`src/design/hir_ram.sv`:
```
// Simple dual-port synchronous RAM with registered read data.
module hir_ram #(
	parameter int WIDTH = 8,
	parameter int DEPTH = 256
) (
	input  logic                     clk,
	input  logic                     we,
	input  logic [$clog2(DEPTH)-1:0] waddr,
	input  logic [WIDTH-1:0]         wdata,
	input  logic [$clog2(DEPTH)-1:0] raddr,
	output logic [WIDTH-1:0]         rdata
);
	logic [WIDTH-1:0] mem [DEPTH];

	always_ff @(posedge clk) begin
		if (we) begin
			mem[waddr] <= wdata;
		end
		rdata <= mem[raddr];
	end
endmodule

```
`config.mk`:
```
export PLATFORM = sky130hd
export DESIGN_NAME = hir_ram
export DESIGN_NICKNAME = d
export VERILOG_FILES = /design/src/design/hir_ram.sv
export SDC_FILE = /design/constraint.sdc
export NUM_CORES = 2
export LEC_CHECK = 0
export BUFFER_PORTS_ARGS = -buffer_cell sky130_fd_sc_hd__buf_2
export CORE_UTILIZATION = 45
export DETAILED_ROUTE_END_ITERATION = 10
export SETUP_SLACK_MARGIN = 0.02
export SYNTH_ARGS = -nofsm -noshare
export SYNTH_HDL_FRONTEND = slang
export SYNTH_SLANG_ARGS = --single-unit
export TNS_END_PERCENT = 20
```
`constraint.sdc`:
```
create_clock -name clk -period 5.4 [get_ports clk]
set_input_delay 0.54 -clock clk [delete_from_list [all_inputs] [get_ports clk]]
set_output_delay 0.54 -clock clk [all_outputs]
set_load 0.05 [all_outputs]
```
==> reports/metrics.yaml <==
status: "completed"
place_congestion: 0.847
regArea_um2: 61700
avgViaCountPerCell: 6.09
crit_start: "raddr[0]"
route.detailed.drc: 0
grtUsageMet3: 0.0446
syn_area_per_cell_um2: 21.3
r2r-end: "rdata[5]"
vias: 38630
rsz0062_at_grt: "false"
ys_ff_latch: 2056
nFillCells: 13744
synth-edff-count: 2048
crit_cells: 8
cts_buffers: 201
crit_chain: "buf_8 -> buf_12 -> mux4_2 -> a22o_1 -> a221oi_1 -> o32ai_1 -> nor3_1 -> nor4_1"
cp-end-kind: "flop"
r2r_cells: 6
antenna_found_initial: 17
synth_top_area_frac: 0.773
cts.sinks: 2056
ir_drop_mv: 0.336
crit_arrival_ns: 4.03
synthArstFlopShare: 0
skew_ns: 0.0496
die_x_um: 422
power_leakage_nw: 27.1
io_buffers: 33
cts_resized: 0
ant_nets: 0
rows: 153
met1_usage: 0.326
clk_pin_slew_ns: 0.06
overflow: 0
clockPowerShare: 0.408
start_util: 0.455
postRouteWirelength_um: 201000
synthCells: 3733
drive_gt1_frac: 0.219
grt_pass1_wl_um: 287000
maxCapViolations: 0
power_frac_comb: 0.050
setup_viol: 0
min_period_ns: 3.35
cpLargestDelayFamily: "compound AO/OA/AOI/OAI gates"
use_met2: 0.353
htreeDepth: 4
netlist_area_um2: 79600
synth_top_cells_by_area: "edfxtp_1, mux4_2, mux2i_1"
maxSlewViolCount: 0
wl_per_cell_um: 31.7
grt_pass1_vias: 38557
hold_violations: 0
setup_tns_ns: 0
worst_pin_slew_ns: 1.16
cts_hold_buffers: 0
critPathMaxStageDelay_ns: 0.76
cp_max_fo: 46
drt_iter0_drc: 4361
fmax_mhz: 298
cts_buffer_depth: 3
ys.flop_type: "edfxtp_1"
die_y_um: 422
globalRoute.busiestLayer: "met2"
cp_slowest_cell: "a221oi_1"
p_seq_frac: 0.542
min-delay-path-class: "primary input to flop"
grt_max_degree: 157
worstSetupPathType: "primary input to flop"
cts-root-buf: "clkbuf_16"
yosysTopAreaCell: "edfxtp_1"
intPower_w: 0.0255
min_period_over_period: 0.621
synth.distinct_cells: 55
ys_warn_count: 0
critPathBufInv: 2
grt_usage: 0.225
power_density_nw_per_um2: 367
core_area_um2: 175000
swShare: 0.217
reg2reg_slack_ns: 2.39
post_cts_buffers: 0
multi_input_area_um2: 16500
final_nets: 3873
postPlaceCellArea_um2: 82400
areaGrowthSynthToFinish_pct: 11.4
ys_seq_area_frac: 0.775
synth_fp_nets: 3759
p_switching_w: 0.00706
worstSetupEndpoint: "rdata[5]"
cts_tree: "yes"
whs_ns: 0.160
r2r_start: "mem[82][5]"
drt-pass1-iter-count: 5
clkLatencyLatePin_ns: 0.83
worstPathRequired_ns: 6.08
cp-start-kind: "primary input"
dieArea_um2: 178000
hpwl_um: 122000
slew_headroom: 0.219
final_area_um2: 88600
ioPinCount: 34
[synth_stat cells, types with 3 or more instances]
library cell / count
buf_2: 31
a22o_1: 8
o21ai_0: 10
mux2i_1: 134
a211oi_1: 16
nor3_1: 22
o22ai_1: 28
nor2_1: 282
nor4_2: 3
nor4_1: 24
o221ai_1: 46
buf_12: 8
buf_6: 21
a21oi_1: 96
or2_2: 4
o32ai_1: 4
nor2b_1: 31
nand4_1: 10
buf_8: 13
buf_1: 22
o211ai_1: 10
a221oi_1: 13
clkbuf_1: 111
mux4_2: 454
nand2b_1: 8
nand3_1: 34
dfxtp_1: 8
nand2_1: 33
and2_1: 6
o22a_1: 5
a22oi_1: 133
buf_4: 27
edfxtp_1: 2048
[metrics by stage]
step           worst slack [ns]  utilization  std cells  total power (W)
2_1_floorplan              2.92            -       3733           0.0188
3_3_place_gp               1.09        0.472       5969           0.0196
3_5_place_dp               1.12        0.472       5969           0.0196
4_1_cts                    2.03        0.507       6336           0.0327
5_1_grt                    1.81        0.507       6338           0.0334
6_report                   2.05        0.507       6339           0.0325
[registers in the layout, summed over array words and instances, names as in the netlist]
register,flops
mem,2048
rdata,8
[worst min-delay path by stage]
stage | start | to | cells past startpoint
floorplan | wdata[0] | mem[0][0] | 0
global placement | wdata[0] | mem[111][0] | 1
detailed placement | wdata[0] | mem[125][0] | 1
CTS | wdata[0] | mem[122][0] | 1
global route | wdata[0] | mem[111][0] | 1
finish | wdata[0] | mem[110][0] | 1
[power groups by stage]
stage               sequential, W  combinational (W)  clock, W
detailed placement         0.0180            0.00164         0
finish                     0.0176            0.00163    0.0133
global route               0.0176            0.00171    0.0140
floorplan                  0.0180           0.000855         0
global placement           0.0180            0.00162         0
CTS                        0.0176            0.00164    0.0135
[worst reg2reg max path: cells and delay by family, from the launching register on]
| kind | cells | cell delay, ns |
|---|---|---|
| compound gates | 3 | 1.37 |
| flops | 1 | 0.37 |
| mux | 1 | 0.48 |
| simple gates | 2 | 0.65 |
[kinds of logic (layout without fill, tap and decap cells)]
family	after synthesis	count (layout)	synth area share
flip-flops	2056	2056	0.775
multiplexers	591	591	0.146
AND/OR/NAND/NOR	466	466	0.0263
AO/OA/AOI/OAI	385	385	0.0342
buffers and inverters	235	513	0.0183
other	0	3	0
[metal layers]
layer	routed length, um	vias to the layer above
met5	21	-
met1	84300	20742
li1	-	15935
met3	16200	255
met2	96300	1694
met4	4090	4
[layout by cell type (no fill, tap or decap), drive strengths merged, types with 12 or more instances in the layout]
cell    synthesis  final
o221ai         47     47
clkinv          1     95
nor2b          31     31
a221oi         14     14
a211oi         16     16
edfxtp       2048   2048
clkbuf        111    259
buf           122    144
nand2          33     33
nor4           27     27
o22ai          28     28
nor3           22     22
o21ai          12     12
a22oi         133    133
a21oi          96     96
nor2          282    282
nand3          34     34
mux4          456    456
mux2i         134    134
[area by class of cell]
type,instances,share of cell area
repair buffers,144,0.0153
clock inverters,108,0.00888
clock buffers,259,0.0607
diodes,3,0.0000847
well taps,2325,0.0328
inverters,2,0.0000847
flip-flops and latches,2056,0.696
multi-input cells,1442,0.186
Power figures use the tool's default switching activity.
