### src/design/hir_pkg.sv
// Package for the hashed identity registry: types, codes and constants.
package hir_pkg;

	localparam int TABLE_SLOTS_DEF = 256;

	localparam logic [63:0] HASH_MUL_SIG  = 64'h9E3779B185EBCA87;
	localparam logic [63:0] HASH_MUL_KIND = 64'hC2B2AE3D27D4EB4F;

	localparam logic [2:0] FN_RESOLVE  = 3'd0;
	localparam logic [2:0] FN_BIND     = 3'd1;
	localparam logic [2:0] FN_BEGIN    = 3'd2;
	localparam logic [2:0] FN_COMMIT   = 3'd3;
	localparam logic [2:0] FN_ROLLBACK = 3'd4;
	localparam logic [2:0] FN_CLEAR    = 3'd5;

	localparam logic [3:0] ST_ALLOCATED    = 4'd0;
	localparam logic [3:0] ST_EXISTING     = 4'd1;
	localparam logic [3:0] ST_BOUND        = 4'd2;
	localparam logic [3:0] ST_BAD_KEY      = 4'd3;
	localparam logic [3:0] ST_BAD_ID       = 4'd4;
	localparam logic [3:0] ST_KEY_CONFLICT = 4'd5;
	localparam logic [3:0] ST_ID_CONFLICT  = 4'd6;
	localparam logic [3:0] ST_FULL         = 4'd7;
	localparam logic [3:0] ST_COUNTER      = 4'd8;
	localparam logic [3:0] ST_OK           = 4'd9;
	localparam logic [3:0] ST_IGNORED      = 4'd10;

	typedef struct packed {
		logic [2:0]  func;
		logic [63:0] signature;
		logic [31:0] object_kind;
		logic [63:0] bind_id;
	} req_t;

	typedef struct packed {
		logic [3:0]  status;
		logic [63:0] ident;
		logic [8:0]  count_now;
		logic [63:0] last_id_now;
		logic        in_transaction;
	} rsp_t;

	typedef struct packed {
		logic [63:0] signature;
		logic [31:0] object_kind;
		logic [63:0] entity;
	} slot_t;

endpackage

### src/design/hir_hash.sv
// Home slot hash: two 64-bit multiplies done over cycles on one 32x32 multiplier.
module hir_hash #(
	parameter int TABLE_SLOTS = hir_pkg::TABLE_SLOTS_DEF
) (
	input  logic                           clk,
	input  logic                           arst_n,
	input  logic                           start,
	input  logic [63:0]                    signature,
	input  logic [31:0]                    object_kind,
	output logic                           done,
	output logic [$clog2(TABLE_SLOTS)-1:0] home
);
	localparam int IW = $clog2(TABLE_SLOTS);
	localparam logic [IW-1:0] MASK = IW'(TABLE_SLOTS - 1);

	logic [2:0]  step_q;
	logic        busy_q;
	logic        done_q;
	logic [31:0] op_a, op_b;
	logic [63:0] prod_q;
	logic [63:0] acc_sig_q, acc_kind_q;
	logic [63:0] m, fold;

	always_comb begin
		op_a = signature[31:0];
		op_b = hir_pkg::HASH_MUL_SIG[31:0];
		case (step_q)
			3'd0: begin op_a = signature[31:0];  op_b = hir_pkg::HASH_MUL_SIG[31:0];  end
			3'd1: begin op_a = signature[31:0];  op_b = hir_pkg::HASH_MUL_SIG[63:32]; end
			3'd2: begin op_a = signature[63:32]; op_b = hir_pkg::HASH_MUL_SIG[31:0];  end
			3'd3: begin op_a = object_kind;      op_b = hir_pkg::HASH_MUL_KIND[31:0]; end
			default: begin op_a = object_kind;   op_b = hir_pkg::HASH_MUL_KIND[63:32]; end
		endcase
	end

	always_ff @(posedge clk or negedge arst_n) begin
		if (!arst_n) begin
			busy_q <= 1'b0;
			done_q <= 1'b0;
			step_q <= 3'd0;
		end else begin
			done_q <= 1'b0;
			if (start) begin
				busy_q <= 1'b1;
				step_q <= 3'd0;
			end else if (busy_q) begin
				step_q <= step_q + 3'd1;
				if (step_q == 3'd5) begin
					busy_q <= 1'b0;
					done_q <= 1'b1;
				end
			end
		end
	end

	// The product of one step is added in on the following step.
	always_ff @(posedge clk) begin
		prod_q <= op_a * op_b;
		if (busy_q) begin
			case (step_q)
				3'd1: acc_sig_q  <= prod_q;
				3'd2: acc_sig_q  <= acc_sig_q + {prod_q[31:0], 32'd0};
				3'd3: acc_sig_q  <= acc_sig_q + {prod_q[31:0], 32'd0};
				3'd4: acc_kind_q <= prod_q;
				3'd5: acc_kind_q <= acc_kind_q + {prod_q[31:0], 32'd0};
				default: ;
			endcase
		end
	end

	assign m    = acc_sig_q ^ acc_kind_q;
	assign fold = m ^ (m >> 32);
	assign home = fold[IW-1:0] & MASK;
	assign done = done_q;
endmodule

### config.mk
export PLATFORM = sky130hd
export DESIGN_NAME = hir_hash
export DESIGN_NICKNAME = d
export VERILOG_FILES = /design/src/design/hir_pkg.sv /design/src/design/hir_hash.sv
export SDC_FILE = /design/constraint.sdc
export NUM_CORES = 2
export LEC_CHECK = 0
export CORE_MARGIN = 2
export CORE_UTILIZATION = 40
export CTS_CLUSTER_SIZE = 40
export DETAILED_ROUTE_END_ITERATION = 16
export DONT_BUFFER_PORTS = 1
export PLACE_DENSITY_LB_ADDON = 0.2
export SKIP_LAST_GASP = 1
export SYNTH_ARGS = -nofsm -noshare
export SYNTH_HDL_FRONTEND = slang
export SYNTH_SLANG_ARGS = --single-unit
### constraint.sdc
create_clock -name clk -period 11.98 [get_ports clk]
set_input_delay 1.198 -clock clk [delete_from_list [all_inputs] [get_ports clk]]
set_output_delay 1.198 -clock clk [all_outputs]
set_load 0.01 [all_outputs]
==> impl_metrics.py <==
metrics = {
    "status": {
        "status": "finished, final reports clean",
    },
    "drt": {
        "initialDrtViolationCount": 1248,
        "route.detailed.wl_per_inst_microns": 25.4,
        "routed-via-count": 16631,
        "first_pass_iters": 5,
        "post-route-drc-count": 0,
        "drt_wirelength_microns": 83200,
        "drtAntennaViolNets": 0,
        "viasPerCell": 5.08,
    },
    "yosys": {
        "synth_enable_flop_cells": 32,
        "synth_seq_cells": 53,
        "synth_commonest_cells": "inv_1 (832), fa_1 (613), nand2_1 (239)",
        "netlist_instances": 2526,
        "synth_flop_type": "edfxtp_1",
        "post_synth_num_cell_types": 66,
        "synth.cell_area_sq_um": 23600,
        "synth_largest_area_cell": "fa_1",
        "yosys.cell_count.top_type": "inv_1",
        "synth.yosys.warnings": 0,
        "seq_area_frac_synth": 0.0595,
        "proportion_of_register_bits_with_asynchronous_set_or_reset_after_synthesis": 0.0943,
        "synthesis.area_per_instance_sq_um": 9.36,
        "synth_area_leaders": "fa_1 (52%), inv_1 (13%), ha_1 (9.3%)",
        "synth.top_cell.area_share": 0.519,
        "synth_net_count": 3414,
    },
    "die": {
        "die_area_sq_um": 61000,
        "fp-row-count": 89,
        "initial_utilization": 0.403,
        "design.core.area_sq_um": 58700,
        "dieWidth_microns": 247,
        "fp.dieH_microns": 247,
        "io_pins": 108,
    },
    "place": {
        "place_hpwl_microns": 74600,
        "place.gp.congestion": 1.02,
        "port-buffer-count": 0,
    },
    "timing": {
        "grt_setup_unrepaired": "no",
        "final_max_slew_violation_count": 0,
        "achievable-frequency_mhz": 88.1,
        "time_the_final_worst_path_needs_with_i_o_delays_and_setup_ns": 11.35,
        "setup-violations-final": 0,
        "totalNegativeSetupSlack_ns": 0,
        "worst-slew-pin-transition_ns": 1.33,
        "min_period_over_period": 0.948,
        "timing_hold_violations_final": 0,
        "final.setup_skew_ns": 0.00545,
        "slew-limit-headroom": 0.110,
    },
    "setup_path": {
        "timing.critical_path.slowest_cell_delay_ns": 0.80,
        "worst_ep_required_time_ns": 12.16,
        "timing.critical_path.fanout_max": 34,
        "crit_slowest_cell": "a21oi_1",
        "worstSetupEndpointType": "flop",
        "worst-endpoint-arrival_ns": 11.53,
        "path_common_cell": "fa_1",
        "worst-setup-path-type": "reg -> reg",
        "worst_setup_path_start_kind": "flop",
    },
    "clock_network": {
        "clock_tree.root_cell": "clkbuf_16",
        "cts_hold_buffers": 0,
        "clkSinkCount": 53,
        "h-tree-depth": 2,
        "worst_skew_pair_latency_ns": 0.30,
        "cts_resized": 0,
        "cts_made_buffers": 5,
        "cts_setup_buffers": 0,
        "cts.reportedPaths.clkPinSlew_ns": 0.07,
        "cts_tree": "yes",
        "clk_path_buf_depth": 2,
    },
    "grt": {
        "grtUsageTotal": 0.286,
        "antenna_found_initial": 4,
        "overflow": 0,
        "met3_track_demand_over_resource": 0.0241,
        "groute.layer.met2.usage": 0.463,
        "largest_net_degree_at_the_start_of_global_routing": 41,
        "wire_length_of_the_first_global_routing_pass_microns": 124000,
        "grt_most_used_layer": "met2",
        "grt_pass1_vias": 18903,
        "globalRouteMet1Util": 0.384,
    },
    "final_layout": {
        "n_fill_cell": 5907,
        "reg_area_sq_um": 1410,
        "fin_nets": 3390,
        "area_growth_syn_to_layout_pct": 4.68,
        "area_of_the_multi_input_gates_sq_um": 18800,
        "drive_above_1_share": 0.0316,
    },
    "job": {
        "timing.max_cap.violations": 0,
    },
    "hold_path": {
        "hold_class": "reg -> reg",
    },
}
critical path, delay by kind of cell (launching register included):
family	cells	cell delay, ns
fa+ha+maj	10	4.50
flops	1	0.43
simple gates	5	1.50
compound gates	7	3.42
xor+xnor	1	0.16
buf+inv	6	1.21
layout make-up:
| type | count | area share |
|---|---|---|
| antenna | 1 | 0.000101 |
| timing repair buffer | 30 | 0.00910 |
| multi-input combinational | 1567 | 0.760 |
| tap | 773 | 0.0391 |
| clock inverter | 2 | 0.000556 |
| inverter | 845 | 0.128 |
| sequential | 53 | 0.0569 |
| clock buffer | 6 | 0.00561 |
layout by cell type (no fill, tap or decap), drive strengths merged, types with 4 or more instances in the layout:
master    n
inv     837
fa      613
nand2   241
ha      176
nor2    154
xnor2    74
a21oi    63
o21ai    58
edfxtp   32
buf      30
a21o     25
a22o     24
xor2     19
dfxtp    16
and3     11
clkinv   10
and2      9
a211oi    9
a22oi     8
o21bai    7
o211ai    7
nand2b    6
nand4     6
nand3     6
clkbuf    6
nor3      6
dfrtp     5
or2       4
o21a      4
nor2b     4
flip-flops by register name, summed over array words and instances, names as in the netlist:
signal / cells
busy_q: 1
done: 1
acc_sig_q: 16
prod_q: 16
step_q: 3
acc_kind_q: 16
metrics by stage:
stage | worst slack (ns) | area [sq um] | util | hold slack, ns | cells
after floorplan | 3.47 | 23600 | - | 0.503 | 2526
after CTS | 0.733 | 24700 | 0.421 | 0.568 | 3276
final | 0.626 | 24700 | 0.422 | 0.557 | 3277
after global placement | 0.904 | 24600 | 0.419 | 0.549 | 3268
after global routing | 0.294 | 24700 | 0.421 | 0.575 | 3276
after detailed placement | 0.781 | 24600 | 0.419 | 0.559 | 3268
layer usage:
layer / part of all wire / vias up / wire (microns)
li1: - / 7233 / -
met1: 0.42 / 8522 / 34900
met2: 0.46 / 675 / 38400
met3: 0.054 / 197 / 4480
met4: 0.065 / 4 / 5410
met5: 0.00032 / - / 27
final timing paths:
kind                                       start                       to  depth (start not counted)  slack [ns]
min reg2reg                   prod_q[33]$_DFF_P_  acc_sig_q[33]$_DFFE_PP_                          2        0.56
max reg2reg                step_q[0]$_DFFE_PN0P_       prod_q[38]$_DFF_P_                         29        0.63
max                        step_q[0]$_DFFE_PN0P_       prod_q[38]$_DFF_P_                         29        0.63
max in group asynchronous                 arst_n    step_q[1]$_DFFE_PN0P_                          0       11.32
min                           prod_q[33]$_DFF_P_  acc_sig_q[33]$_DFFE_PP_                          2        0.56
min in group asynchronous                 arst_n    step_q[0]$_DFFE_PN0P_                          0        0.59
logic make-up after synthesis:
logic type | synth area share
buf+inv | 0.147
fa+ha+maj | 0.612
simple gates | 0.0788
compound gates | 0.0636
xor+xnor | 0.0376
flops | 0.0595
mux | 0.00138
Power is left out: the tool's default activity adds up to more than one toggle a clock period on the data nets, which glitch-free logic cannot reach.
